`src/hw/rtl/pump_health_scorer_macros.svh`:
```
// Assertion helpers shared by phs_fifo, phs_front and phs_back.
`ifndef PUMP_HEALTH_SCORER_MACROS_SVH
`define PUMP_HEALTH_SCORER_MACROS_SVH

// Checked on every rising edge outside reset.
`define PHS_ASSERT(label, prop, msg) \
    label: assert property (@(posedge i_clk) disable iff (!i_rst_n) prop) \
        else $error(msg);

// Checked on every rising edge, reset included.
`define PHS_ASSERT_ALWAYS(label, prop, msg) \
    label: assert property (@(posedge i_clk) prop) else $error(msg);

`endif

```
`src/hw/rtl/phs_pkg.sv`:
```
package phs_pkg;

    localparam int CFG_INDEX_W = 3;
    localparam int CFG_DATA_W  = 15;

    // Configuration register indexes.
    localparam logic [CFG_INDEX_W-1:0] REG_TARGET_PRESSURE = 3'd0;
    localparam logic [CFG_INDEX_W-1:0] REG_TEMP_WARN       = 3'd1;
    localparam logic [CFG_INDEX_W-1:0] REG_TEMP_CRIT       = 3'd2;
    localparam logic [CFG_INDEX_W-1:0] REG_TEMP_SHUTDOWN   = 3'd3;
    localparam logic [CFG_INDEX_W-1:0] REG_CURRENT_WARN    = 3'd4;
    localparam logic [CFG_INDEX_W-1:0] REG_CURRENT_CRIT    = 3'd5;

    // Register reset values.
    localparam logic signed [14:0] TARGET_PRESSURE_RST = -15'sd8000;
    localparam logic signed [11:0] TEMP_WARN_RST       = 12'sd600;
    localparam logic signed [11:0] TEMP_CRIT_RST       = 12'sd750;
    localparam logic signed [11:0] TEMP_SHUTDOWN_RST   = 12'sd850;
    localparam logic [14:0]        CURRENT_WARN_RST    = 15'd4000;
    localparam logic [14:0]        CURRENT_CRIT_RST    = 15'd5000;

    // Request kinds.
    localparam logic FUNC_SAMPLE = 1'b0;
    localparam logic FUNC_CLEAR  = 1'b1;

    // Maintenance levels.
    localparam logic [1:0] LVL_NONE     = 2'd0;
    localparam logic [1:0] LVL_SOON     = 2'd1;
    localparam logic [1:0] LVL_REQUIRED = 2'd2;
    localparam logic [1:0] LVL_URGENT   = 2'd3;

    localparam logic [13:0] SCORE_FULL = 14'd10000;
    localparam int OUT_DEPTH_LOG2 = 1;

    // Classified request handed from the front to the back.
    typedef struct packed {
        logic        func;
        logic [6:0]  vac_band;
        logic [6:0]  temp_band;
        logic [6:0]  cur_band;
        logic [6:0]  run_band;
        logic [15:0] overtemp_count;
        logic [15:0] overcurrent_count;
    } t_mid;

    typedef struct packed {
        logic [13:0] health_score;
        logic [1:0]  level;
        logic        alert;
    } t_res;

    function automatic logic [15:0] sat_add16(input logic [15:0] c, input logic [1:0] d);
        logic [16:0] s;
        s = {1'b0, c} + {15'd0, d};
        return s[16] ? 16'hFFFF : s[15:0];
    endfunction

endpackage

```
`src/hw/rtl/phs_fifo.sv`:
```
`include "pump_health_scorer_macros.svh"

module phs_fifo import phs_pkg::*; #(
    parameter int WIDTH      = 1,
    parameter int DEPTH_LOG2 = 1
) (
    input  logic             i_clk,
    input  logic             i_rst_n,
    input  logic             i_push,
    input  logic [WIDTH-1:0] i_data,
    output logic             o_full,
    input  logic             i_pop,
    output logic [WIDTH-1:0] o_data,
    output logic             o_empty
);

    localparam int DEPTH = 1 << DEPTH_LOG2;

    logic [WIDTH-1:0]    r_mem [DEPTH];
    logic [DEPTH_LOG2:0] r_wr_ptr, n_wr_ptr;
    logic [DEPTH_LOG2:0] r_rd_ptr, n_rd_ptr;
    logic                do_push, do_pop;

    assign o_empty = (r_wr_ptr == r_rd_ptr);
    assign o_full  = (r_wr_ptr[DEPTH_LOG2] != r_rd_ptr[DEPTH_LOG2]) &&
                     (r_wr_ptr[DEPTH_LOG2-1:0] == r_rd_ptr[DEPTH_LOG2-1:0]);
    assign do_push = i_push && !o_full;
    assign do_pop  = i_pop && !o_empty;
    assign o_data  = r_mem[r_rd_ptr[DEPTH_LOG2-1:0]];

    always_comb begin
        n_wr_ptr = r_wr_ptr + (DEPTH_LOG2+1)'(do_push);
        n_rd_ptr = r_rd_ptr + (DEPTH_LOG2+1)'(do_pop);
    end

    always_ff @(posedge i_clk) begin
        if (!i_rst_n) begin
            r_wr_ptr <= '0;
            r_rd_ptr <= '0;
        end else begin
            r_wr_ptr <= n_wr_ptr;
            r_rd_ptr <= n_rd_ptr;
        end
    end

    always_ff @(posedge i_clk) begin
        if (do_push) begin
            r_mem[r_wr_ptr[DEPTH_LOG2-1:0]] <= i_data;
        end
    end

    `PHS_ASSERT_ALWAYS(a_reset_empties, !i_rst_n |=> o_empty, "queue not empty after reset")
    `PHS_ASSERT(a_not_full_and_empty, !(o_full && o_empty), "queue full and empty")
    `PHS_ASSERT(a_push_fills, (i_push && !o_full) |=> !o_empty, "queue empty after push")

endmodule

```
`src/hw/rtl/phs_front.sv`:
```
`include "pump_health_scorer_macros.svh"

module phs_front import phs_pkg::*; (
    input  logic                   i_clk,
    input  logic                   i_rst_n,
    input  logic                   i_cfg_wr_en,
    input  logic [CFG_INDEX_W-1:0] i_cfg_index,
    input  logic [CFG_DATA_W-1:0]  i_cfg_data,
    input  logic                   i_accept,
    input  logic                   i_func,
    input  logic signed [14:0]     i_pressure,
    input  logic signed [11:0]     i_temperature,
    input  logic [14:0]            i_motor_current,
    output t_mid                   o_entry
);

    logic signed [14:0] r_target_pressure;
    logic signed [11:0] r_temp_warn;
    logic signed [11:0] r_temp_crit;
    logic signed [11:0] r_temp_shutdown;
    logic [14:0]        r_current_warn;
    logic [14:0]        r_current_crit;

    logic [31:0] r_run_count, n_run_count;
    logic [15:0] r_overtemp_count, n_overtemp_count;
    logic [15:0] r_overcurrent_count, n_overcurrent_count;

    logic [14:0] mag_p, mag_t;
    logic [21:0] a100, b95, b90, b85, b80, b70;
    logic [6:0]  vac_band, temp_band, cur_band, run_band;
    logic [1:0]  temp_add, cur_add;

    always_ff @(posedge i_clk) begin
        if (!i_rst_n) begin
            r_target_pressure <= TARGET_PRESSURE_RST;
            r_temp_warn       <= TEMP_WARN_RST;
            r_temp_crit       <= TEMP_CRIT_RST;
            r_temp_shutdown   <= TEMP_SHUTDOWN_RST;
            r_current_warn    <= CURRENT_WARN_RST;
            r_current_crit    <= CURRENT_CRIT_RST;
        end else if (i_cfg_wr_en) begin
            unique case (i_cfg_index)
                REG_TARGET_PRESSURE: r_target_pressure <= i_cfg_data;
                REG_TEMP_WARN:       r_temp_warn       <= i_cfg_data[11:0];
                REG_TEMP_CRIT:       r_temp_crit       <= i_cfg_data[11:0];
                REG_TEMP_SHUTDOWN:   r_temp_shutdown   <= i_cfg_data[11:0];
                REG_CURRENT_WARN:    r_current_warn    <= i_cfg_data;
                REG_CURRENT_CRIT:    r_current_crit    <= i_cfg_data;
                default: ;
            endcase
        end
    end

    // The vacuum ratio is graded by cross-multiplication against the target.
    always_comb begin
        mag_p = i_pressure[14] ? 15'(-i_pressure) : 15'(i_pressure);
        mag_t = r_target_pressure[14] ? 15'(-r_target_pressure) : 15'(r_target_pressure);
        a100  = 22'(mag_p) * 22'd100;
        b95   = 22'(mag_t) * 22'd95;
        b90   = 22'(mag_t) * 22'd90;
        b85   = 22'(mag_t) * 22'd85;
        b80   = 22'(mag_t) * 22'd80;
        b70   = 22'(mag_t) * 22'd70;
        if (mag_t == 15'd0)  vac_band = 7'd100;
        else if (a100 >= b95) vac_band = 7'd100;
        else if (a100 >= b90) vac_band = 7'd90;
        else if (a100 >= b85) vac_band = 7'd80;
        else if (a100 >= b80) vac_band = 7'd70;
        else if (a100 >= b70) vac_band = 7'd60;
        else                  vac_band = 7'd50;
    end

    always_comb begin
        if (i_temperature < r_temp_warn) begin
            temp_band = 7'd100;
            temp_add  = 2'd0;
        end else if (i_temperature < r_temp_crit) begin
            temp_band = 7'd80;
            temp_add  = 2'd1;
        end else if (i_temperature < r_temp_shutdown) begin
            temp_band = 7'd60;
            temp_add  = 2'd2;
        end else begin
            temp_band = 7'd40;
            temp_add  = 2'd3;
        end

        if (i_motor_current < r_current_warn) begin
            cur_band = 7'd100;
            cur_add  = 2'd0;
        end else if (i_motor_current < r_current_crit) begin
            cur_band = 7'd80;
            cur_add  = 2'd1;
        end else begin
            cur_band = 7'd60;
            cur_add  = 2'd2;
        end

        if (r_run_count < 32'd1000)       run_band = 7'd100;
        else if (r_run_count < 32'd5000)  run_band = 7'd90;
        else if (r_run_count < 32'd10000) run_band = 7'd80;
        else if (r_run_count < 32'd20000) run_band = 7'd70;
        else                              run_band = 7'd60;
    end

    always_comb begin
        n_run_count         = r_run_count;
        n_overtemp_count    = r_overtemp_count;
        n_overcurrent_count = r_overcurrent_count;
        if (i_func == FUNC_CLEAR) begin
            n_overtemp_count    = 16'd0;
            n_overcurrent_count = 16'd0;
        end else begin
            n_overtemp_count    = sat_add16(r_overtemp_count, temp_add);
            n_overcurrent_count = sat_add16(r_overcurrent_count, cur_add);
            if (r_run_count != 32'hFFFF_FFFF) begin
                n_run_count = r_run_count + 32'd1;
            end
        end
    end

    always_ff @(posedge i_clk) begin
        if (!i_rst_n) begin
            r_run_count         <= '0;
            r_overtemp_count    <= '0;
            r_overcurrent_count <= '0;
        end else if (i_accept) begin
            r_run_count         <= n_run_count;
            r_overtemp_count    <= n_overtemp_count;
            r_overcurrent_count <= n_overcurrent_count;
        end
    end

    // The back end needs the counters as they stand after this request.
    always_comb begin
        o_entry.func              = i_func;
        o_entry.vac_band          = vac_band;
        o_entry.temp_band         = temp_band;
        o_entry.cur_band          = cur_band;
        o_entry.run_band          = run_band;
        o_entry.overtemp_count    = n_overtemp_count;
        o_entry.overcurrent_count = n_overcurrent_count;
    end

    `PHS_ASSERT(a_state_holds_when_idle, !i_accept |=> ($stable(r_run_count) && $stable(r_overtemp_count) && $stable(r_overcurrent_count)), "counters moved without a request")

endmodule

```
`src/hw/rtl/phs_back.sv`:
```
`include "pump_health_scorer_macros.svh"

module phs_back import phs_pkg::*; (
    input  logic i_clk,
    input  logic i_rst_n,
    input  logic i_valid,
    input  t_mid i_entry,
    input  logic i_ready,
    output logic o_go,
    output t_res o_result
);

    logic [1:0]  r_prev_level, n_prev_level;
    logic [13:0] base;
    logic [24:0] penalty;
    logic [13:0] score;
    logic [1:0]  lvl;

    assign o_go = i_valid && i_ready;

    always_comb begin
        base = 14'(i_entry.vac_band) * 14'd35 + 14'(i_entry.temp_band) * 14'd25 +
               14'(i_entry.cur_band) * 14'd25 + 14'(i_entry.run_band) * 14'd15;
        penalty = 25'(i_entry.overtemp_count) * 25'd200 +
                  25'(i_entry.overcurrent_count) * 25'd150;
        // The score clamps at zero once the penalty reaches the band sum.
        score = (25'(base) > penalty) ? 14'(25'(base) - penalty) : 14'd0;

        if (score >= 14'd9000)      lvl = LVL_NONE;
        else if (score >= 14'd7500) lvl = LVL_SOON;
        else if (score >= 14'd6000) lvl = LVL_REQUIRED;
        else                        lvl = LVL_URGENT;

        if (i_entry.func == FUNC_CLEAR) begin
            o_result.health_score = SCORE_FULL;
            o_result.level        = LVL_NONE;
            o_result.alert        = 1'b0;
            n_prev_level          = LVL_NONE;
        end else begin
            o_result.health_score = score;
            o_result.level        = lvl;
            o_result.alert        = (lvl > r_prev_level) && (lvl != LVL_NONE);
            n_prev_level          = lvl;
        end
    end

    always_ff @(posedge i_clk) begin
        if (!i_rst_n) begin
            r_prev_level <= LVL_NONE;
        end else if (o_go) begin
            r_prev_level <= n_prev_level;
        end
    end

    `PHS_ASSERT(a_clear_resets_level, (o_go && i_entry.func == FUNC_CLEAR) |=> (r_prev_level == LVL_NONE), "level kept after clear")
    `PHS_ASSERT(a_level_holds_when_idle, !o_go |=> $stable(r_prev_level), "level moved without a request")

endmodule

```
`src/hw/rtl/pump_health_scorer.sv`:
```
// Pump health scorer.
// Input channel: drive func, pressure, temperature and motor current with
// push high; a request is taken at a rising edge where push is high and full
// is low. Results leave through a queue: while empty is low the oldest score,
// level and alert are on the result ports, and pop at an edge takes them.
// A taken request enters the middle queue; the back scores it into the
// result queue. One request per cycle is sustained while full is low: the
// front grades it and updates the run and over-limit counters in the cycle
// it is taken, and the back turns one queued entry per cycle into a score
// and level while the result queue has room. If the receiver stops popping,
// the result queue fills, the back holds, the middle queue (MID_DEPTH_LOG2)
// fills behind it, and full rises; nothing is lost. Configuration writes
// take effect at the next edge and must be made by the user while the block
// is idle, which the block does not enforce. Synchronous reset restores
// register defaults, clears counters and level, and empties both queues.
module pump_health_scorer import phs_pkg::*; #(
    parameter int MID_DEPTH_LOG2 = 2
) (
    input  logic                   i_clk,
    input  logic                   i_rst_n,
    input  logic                   i_cfg_wr_en,
    input  logic [CFG_INDEX_W-1:0] i_cfg_index,
    input  logic [CFG_DATA_W-1:0]  i_cfg_data,
    input  logic                   push,
    output logic                   full,
    input  logic                   i_func,
    input  logic signed [14:0]     i_pressure,
    input  logic signed [11:0]     i_temperature,
    input  logic [14:0]            i_motor_current,
    output logic                   empty,
    input  logic                   pop,
    output logic [13:0]            o_health_score,
    output logic [1:0]             o_level,
    output logic                   o_alert
);

    t_mid entry, mid_entry;
    t_res result, out_res;
    logic accept, mid_empty, back_go, out_full;

    assign accept = push && !full;

    phs_front u_front (
        .i_clk          (i_clk),
        .i_rst_n        (i_rst_n),
        .i_cfg_wr_en    (i_cfg_wr_en),
        .i_cfg_index    (i_cfg_index),
        .i_cfg_data     (i_cfg_data),
        .i_accept       (accept),
        .i_func         (i_func),
        .i_pressure     (i_pressure),
        .i_temperature  (i_temperature),
        .i_motor_current(i_motor_current),
        .o_entry        (entry)
    );

    phs_fifo #(
        .WIDTH     ($bits(t_mid)),
        .DEPTH_LOG2(MID_DEPTH_LOG2)
    ) u_mid_fifo (
        .i_clk  (i_clk),
        .i_rst_n(i_rst_n),
        .i_push (push),
        .i_data (entry),
        .o_full (full),
        .i_pop  (back_go),
        .o_data (mid_entry),
        .o_empty(mid_empty)
    );

    phs_back u_back (
        .i_clk   (i_clk),
        .i_rst_n (i_rst_n),
        .i_valid (!mid_empty),
        .i_entry (mid_entry),
        .i_ready (!out_full),
        .o_go    (back_go),
        .o_result(result)
    );

    phs_fifo #(
        .WIDTH     ($bits(t_res)),
        .DEPTH_LOG2(OUT_DEPTH_LOG2)
    ) u_out_fifo (
        .i_clk  (i_clk),
        .i_rst_n(i_rst_n),
        .i_push (back_go),
        .i_data (result),
        .o_full (out_full),
        .i_pop  (pop),
        .o_data (out_res),
        .o_empty(empty)
    );

    assign o_health_score = out_res.health_score;
    assign o_level        = out_res.level;
    assign o_alert        = out_res.alert;

endmodule
```
`config.mk`:
```
export PLATFORM = sky130hd
export DESIGN_NAME = pump_health_scorer
export DESIGN_NICKNAME = d
export VERILOG_FILES = /design/src/hw/rtl/phs_pkg.sv /design/src/hw/rtl/phs_fifo.sv /design/src/hw/rtl/phs_front.sv /design/src/hw/rtl/phs_back.sv /design/src/hw/rtl/pump_health_scorer.sv
export VERILOG_INCLUDE_DIRS = /design/src /design/src/hw/rtl
export SDC_FILE = /design/constraint.sdc
export NUM_CORES = 2
export LEC_CHECK = 0
export BUFFER_PORTS_ARGS = -buffer_cell sky130_fd_sc_hd__buf_4
export CORE_MARGIN = 1.5
export CORE_UTILIZATION = 59
export CTS_CLUSTER_DIAMETER = 50
export DETAILED_ROUTE_END_ITERATION = 8
export GPL_TIMING_DRIVEN = 0
export PLACE_DENSITY_LB_ADDON = 0.2
export SETUP_SLACK_MARGIN = 0.4
export SLEW_MARGIN = 15
export SYNTH_ARGS = -nofsm -noshare
export SYNTH_HDL_FRONTEND = slang
export SYNTH_SLANG_ARGS = --single-unit
```
`constraint.sdc`:
```
create_clock -name i_clk -period 8.5 [get_ports i_clk]
set_input_delay 1.7 -clock i_clk [delete_from_list [all_inputs] [get_ports i_clk]]
set_output_delay 1.7 -clock i_clk [all_outputs]
set_load 0.01 [all_outputs]
```
== Word level (Yosys, flattened, before mapping) ==
Memories as Yosys holds them, arrays and structs flattened. A register that Yosys moved wholly into a read port is not among the register bits.
Index checks and enable logic that the tools add are counted.

* $lt $le $gt $ge: 19
* Eq/ne operators: 12
* Muxes and demuxes: 38
* Add/subtract/negate cells: 14
* Multipliers: 12
* Bitwise gates (word level): 1
* Reduce and logical (&&, ||, !) cells: 22

{| class="wikitable"
|+ Operators with widths
! cell !! count
|-
| $ge A22 B22 Y1 || 5
|-
| $mux W7 || 13
|-
| $mux W16 || 4
|-
| $mul A15 B7 Y22 const B || 2
|-
| $mul A15 B6 Y21 const B || 2
|-
| $lt A12 B12 Y1 || 3
|-
| $add A16 B2 Y17 || 2
|-
| $add A32 B1 Y32 const B || 1
|-
| $lt A32 B10 Y1 const B || 1
|-
| $lt A32 B13 Y1 const B || 1
|-
| $lt A32 B14 Y1 const B || 1
|-
| $lt A32 B15 Y1 const B || 1
|-
| $ne A32 B32 Y1 const B || 1
|-
| $lt A15 B15 Y1 || 2
|-
| $mux W15 || 2
|-
| $neg A15 Y15 || 2
|-
| $ge A14 B13 Y1 const B || 2
|-
| $add A24 B24 Y25 || 1
|-
| $gt A14 B25 Y1 || 1
|-
| $mul A7 B5 Y12 const B || 2
|-
| $mul A16 B7 Y23 const B || 1
|-
| $mul A16 B5 Y21 const B || 1
|-
| $mul A15 B5 Y20 const B || 1
|-
| $mul A15 B3 Y18 const B || 1
|-
| other kinds (31) || 65
|}

* Output and inout port bits: 19
* Memories kept: 2
* Bits in writable memories: 278
* Input bits: 66
* Bits in registers: 157
* Logic and storage cells: 134

{| class="wikitable"
|+ Memory list
! memory !! depth !! width !! rd ports !! clocked after memory_dff !! write ports !! RTL line !! source
|-
| u_mid_fifo.r_mem || 4 || 61 || 1 || 1 || 1 || phs_fifo.sv:19 || <nowiki>logic [WIDTH-1:0] r_mem [DEPTH];</nowiki>
|-
| u_out_fifo.r_mem || 2 || 17 || 1 || 1 || 1 || phs_fifo.sv:19 ||
|}

== Depth between registers and ports, before layout ==
* Depth after elaboration: 13
* Depth in mapped cells: 41
* Depth with buffers taken out: 39

== Cells and area by module ==
A second synthesis with hierarchy kept.

* Cell total of the unflattened synthesis: 3919
* Area total of the unflattened synthesis: 39377.8 µm²

{| class="wikitable"
|+ Modules (own cells, without submodules)
! module !! sequential area each (µm²) !! times used !! area an instance (µm²) !! cells an instance
|-
| phs_front || 2902.8 || 1 || 19711.4 || 2429
|-
| phs_fifo (u_mid_fifo) || 7447.1 || 1 || 9191.3 || 356
|-
| phs_back || 40.0 || 1 || 8924.8 || 1054
|-
| phs_fifo (u_out_fifo) || 1121.1 || 1 || 1529.0 || 77
|-
| pump_health_scorer || 0.0 || 1 || 21.3 || 3
|}

== Least setup slack after synthesis ==
Ideal clock, no wire load.

* Path type: flip-flop to flip-flop
* Start: register, netlist name u_mid_fifo.r_rd_ptr[0]
* End: memory u_out_fifo.r_mem[0][0] in the netlist's numbering, data pin
* Data required time: 8.220 ns
* Library setup time: 0.280 ns
* Path slack: -0.958 ns
* Cell stages (with the launch flop): 41
* Data arrival time: 9.177 ns
* Cells stage by stage: dfxtp_1 > buf_1 > buf_1 > mux4_2 > fa_1 > inv_1 > fa_1 > inv_1 > ha_1 > inv_1 > fa_1 > inv_1 > fa_1 > inv_1 > fa_1 > fa_1 > inv_1 > ha_1 > [5 not listed] > nor3_1 > nor2_1 > o41ai_1 > xor2_1 > ha_1 > nor2_1 > a2111oi_0 > o2111ai_1 > nor4_1 > o2111ai_1 > a211oi_1 > nand4_2 > or2_1 > ha_1 > a21oi_1 > a21oi_1 > nand2_1 > a31oi_1

{| class="wikitable"
|+ RTL lines
! element !! RTL line
|-
| to (decl) || phs_fifo.sv:19
|}

==> key figures <==
Run status
  – Outcome: complete, but fails checks
  – Failing checks: setup timing

Critical path
  – Register-to-register path setup slack: -0.46 ns
  – Worst EP arrival: 9.40 ns
  – Peak per-stage delay on the critical path: around 0.55 ns
  – Family with the most delay on the worst path: adder cells
  – Cell with the biggest individual delay on the critical path: mux4_2
  – Critical path startpoint category: register
  – Critical-path maximum fanout: 6
  – Required arrival time at the worst endpoint: 8.94 ns
  – Critical path endpoint category: register
  – Worst Setup Path Type: reg2reg
  – Sum of buffers and inverters on the critical path: 8
  – Cell repeated most along the worst path: fa_1

CTS
  – Skew-Pair Late Insertion Delay: 0.61 ns
  – Largest buffer count on any clock path: 3
  – Clock-pin transition on the worst setup and hold timing paths: 0.06 ns
  – Clock tree from TritonCTS: built
  – Clock tree sinks: 406
  – H-tree levels: 2
  – Root cell of the clock tree: clkbuf_16
  – CTS buffer count: 50

Drt
  – Number of nets still failing antenna checks after routing: 0
  – Routed wire length: 85.3 mm
  – Average wire per cell in the routed design: 17.7 µm
  – Uppermost signal routing layer after detailed routing: met4
  – Detailed router's first-iteration violation count: 1440
  – Count of TritonRoute iterations in the first routing pass: 7
  – Routed met1 length: 37.3 mm
  – Vias per cell: 5.56
  – Total number of vias: 26700
  – DRC Markers: 0
  – Routed length on met3: between 3 and 4 mm
  – Met2 routed wirelength: ~42 mm

Layout
  – Net count reported at finish: about 4800
  – N_diodes: 0
  – Fraction of layout instances using a drive strength above 1: 12.3%
  – Area added between synthesis and finish: 13.5%
  – Non-Filler Instances: about 4800
  – Final Core Density: 67.7%

Timing
  – Achievable frequency: 112 MHz
  – Worst Clk Skew: 0.0373 ns
  – Number of hold violations in the final report: 0
  – Final worst-path setup slack: -0.463 ns
  – Total of endpoints with negative setup slack in the final report: 26
  – Share of the clock period used by the worst path: 105%
  – RSZ-0062 raised after global routing: true
  – Tmin final: 8.96 ns
  – Worst Max-Slew Pin Slew: between 1 and 1.5 ns
  – Worst max-slew margin expressed relative to the limit: 29.0%
  – Number of max-slew violations in the final report: 0
  – Final total negative setup slack: -5.90 ns

Die
  – Starting Density: 59.6%
  – Die height: 253 µm
  – I/O pin cnt: 85
  – Die Outline Area: 0.0639 mm²
  – Die X-Extent: 253 µm
  – Core region area: 0.0617 mm²
  – Row count: 91

Synthesis
  – Count of flip-flops with a built-in enable after synthesis: 248
  – Top cells by area in the synthesized netlist: ha_1 20%, edfxtp_1 20%, fa_1 11%, dfxtp_1 8.6%, inv_1 5.9%
  – Number of distinct library cell variants in the gate-level netlist after synthesis: 85
  – Async set-reset flop share out of synthesis: 0%
  – Instance count of the mapped netlist: 3695
  – Mapped Avg Cell Area: around 10 µm²
  – Synth top cells by count: 600 x ha_1, 579 x inv_1, 328 x nand2_1
  – Post-synthesis cell area: 0.0368 mm²
  – Cell accounting for the most synthesized area: ha_1
  – Commonest register cell after synthesis: edfxtp_1
  – Total nets after synthesis: 4565
  – Leading cell type by number of instances after synthesis: ha_1
  – Number of warnings issued by yosys: 0
  – Sequential-to-total area share from yosys stat: about 29%
  – Number of register bits inferred by synthesis: 406
  – Portion of synthesized cell area occupied by the leading cell type: 20.4%

Global route
  – Total global routing overflow: 0
  – Number of antenna violations at the first check in global routing: 0
  – Maximum number of pins on one net before global-route repair: 42
  – Total global routing track utilization: about 27%
  – Vias in the first global route: 26300
  – Global-route wire length before repair: 137 mm

Placement
  – Final GP Congestion: 0.894
  – Detailed placer's ending HPWL: approximately 66 mm
  – Number of buffers inserted by port buffering: 82
  – Placed cell count: 4632

Hold path
  – Worst hold path class: reg2reg

Run
  – Max-cap violation count: 0
==> path summary, 6_finish.rpt <==
path,from,to,cells past startpoint
worst min register to register,u_front.r_temp_warn[10]$_SDFFE_PN0P_,u_front.r_temp_warn[10]$_SDFFE_PN0P_,2
worst max-delay path,u_mid_fifo.r_rd_ptr[0]$_SDFF_PN0_,u_out_fifo.r_mem[0][0]$_DFFE_PP_,39
worst max register to register,u_mid_fifo.r_rd_ptr[0]$_SDFF_PN0_,u_out_fifo.r_mem[0][0]$_DFFE_PP_,39
worst min-delay path,u_front.r_temp_warn[10]$_SDFFE_PN0P_,u_front.r_temp_warn[10]$_SDFFE_PN0P_,2
==> layer usage <==
layer / vias up / global-route usage [%]
li1: 13300 / -
met1: 12800 / 34.7
met2: 529 / 47.5
met3: 119 / 3.43
met4: 0 / 8.08
met5: - / 0
==> cell families after synthesis <==
kind of cell | share of synthesized area [%]
buffers and inverters | 6.62
other | 0.0102
AOI/OAI and AO/OA | 12.4
DFF | 28.8
and+or+nand+nor | 11.1
xor gates and xnor gates | 5.43
muxes | 4.09
adders and majority gates | 31.5
==> sequential cells by signal, indices dropped and copies added, names as in the netlist, 12 cells and up, named ones only <==
| signal | flops |
|---|---|
| u_mid_fifo.r_mem | 216 |
| u_front.r_run_count | 32 |
| u_out_fifo.r_mem | 32 |
| u_front.r_overcurrent_count | 16 |
| u_front.r_overtemp_count | 16 |
| u_front.r_current_crit | 15 |
| u_front.r_current_warn | 15 |
| u_front.r_target_pressure | 15 |
| u_front.r_temp_crit | 12 |
| u_front.r_temp_shutdown | 12 |
| u_front.r_temp_warn | 12 |
==> stage by stage <==
stage	hold slack, ns	area (µm²)	setup WS [ns]
finish	0.462	41800	-0.463
global route	0.480	41800	-0.854
CTS	0.465	41200	-0.475
detailed placement	0.457	38900	-1.66
global placement	0.451	38600	-1.60
floorplan	0.443	36900	0.00721
==> layout make-up <==
class	instances	area, µm²
inverter	580	2190
sequential	406	10600
clock inverter	38	362
tap	837	1050
clock buffer	56	1320
buffer	66	402
multi-input combinational	2643	24400
timing repair buffer	178	1470
fill	4836	19900
==> cell usage in the layout (no fill, tap or decap), types with 29 or more instances in the layout <==
master       n
nand2_1    328
dfxtp_1    154
ha_1       593
fa_1       204
xnor2_1    116
edfxtp_1   248
clkbuf_1    48
buf_4      163
nand4_1     29
nor2b_1     39
inv_1      558
a21oi_1    160
a21boi_0    88
nand2b_1    48
nor2_1     140
a21o_1      75
mux4_2      55
nor3_1      42
o21ai_0    120
clkbuf_16   52
nand3_1     63
o211ai_1    44
and2_1      48
xor2_1      91
==> what timing repair did <==
item,in CTS,in global routing
resized for setup,73,43
setup endpoints to repair,58,58
hold buffers,0,0
buffers inserted,33,43
gates cloned,1,0
pin swaps,30,16
==> tightest hold or removal path: stages, from the launching register on <==
cell	delay [ns]
dfxtp_1	0.31
nand2_1	0.05
a21boi_0	0.06
Power is not shown: default switching activity piles up to over one toggle a cycle in this logic, so the estimate is an artifact.
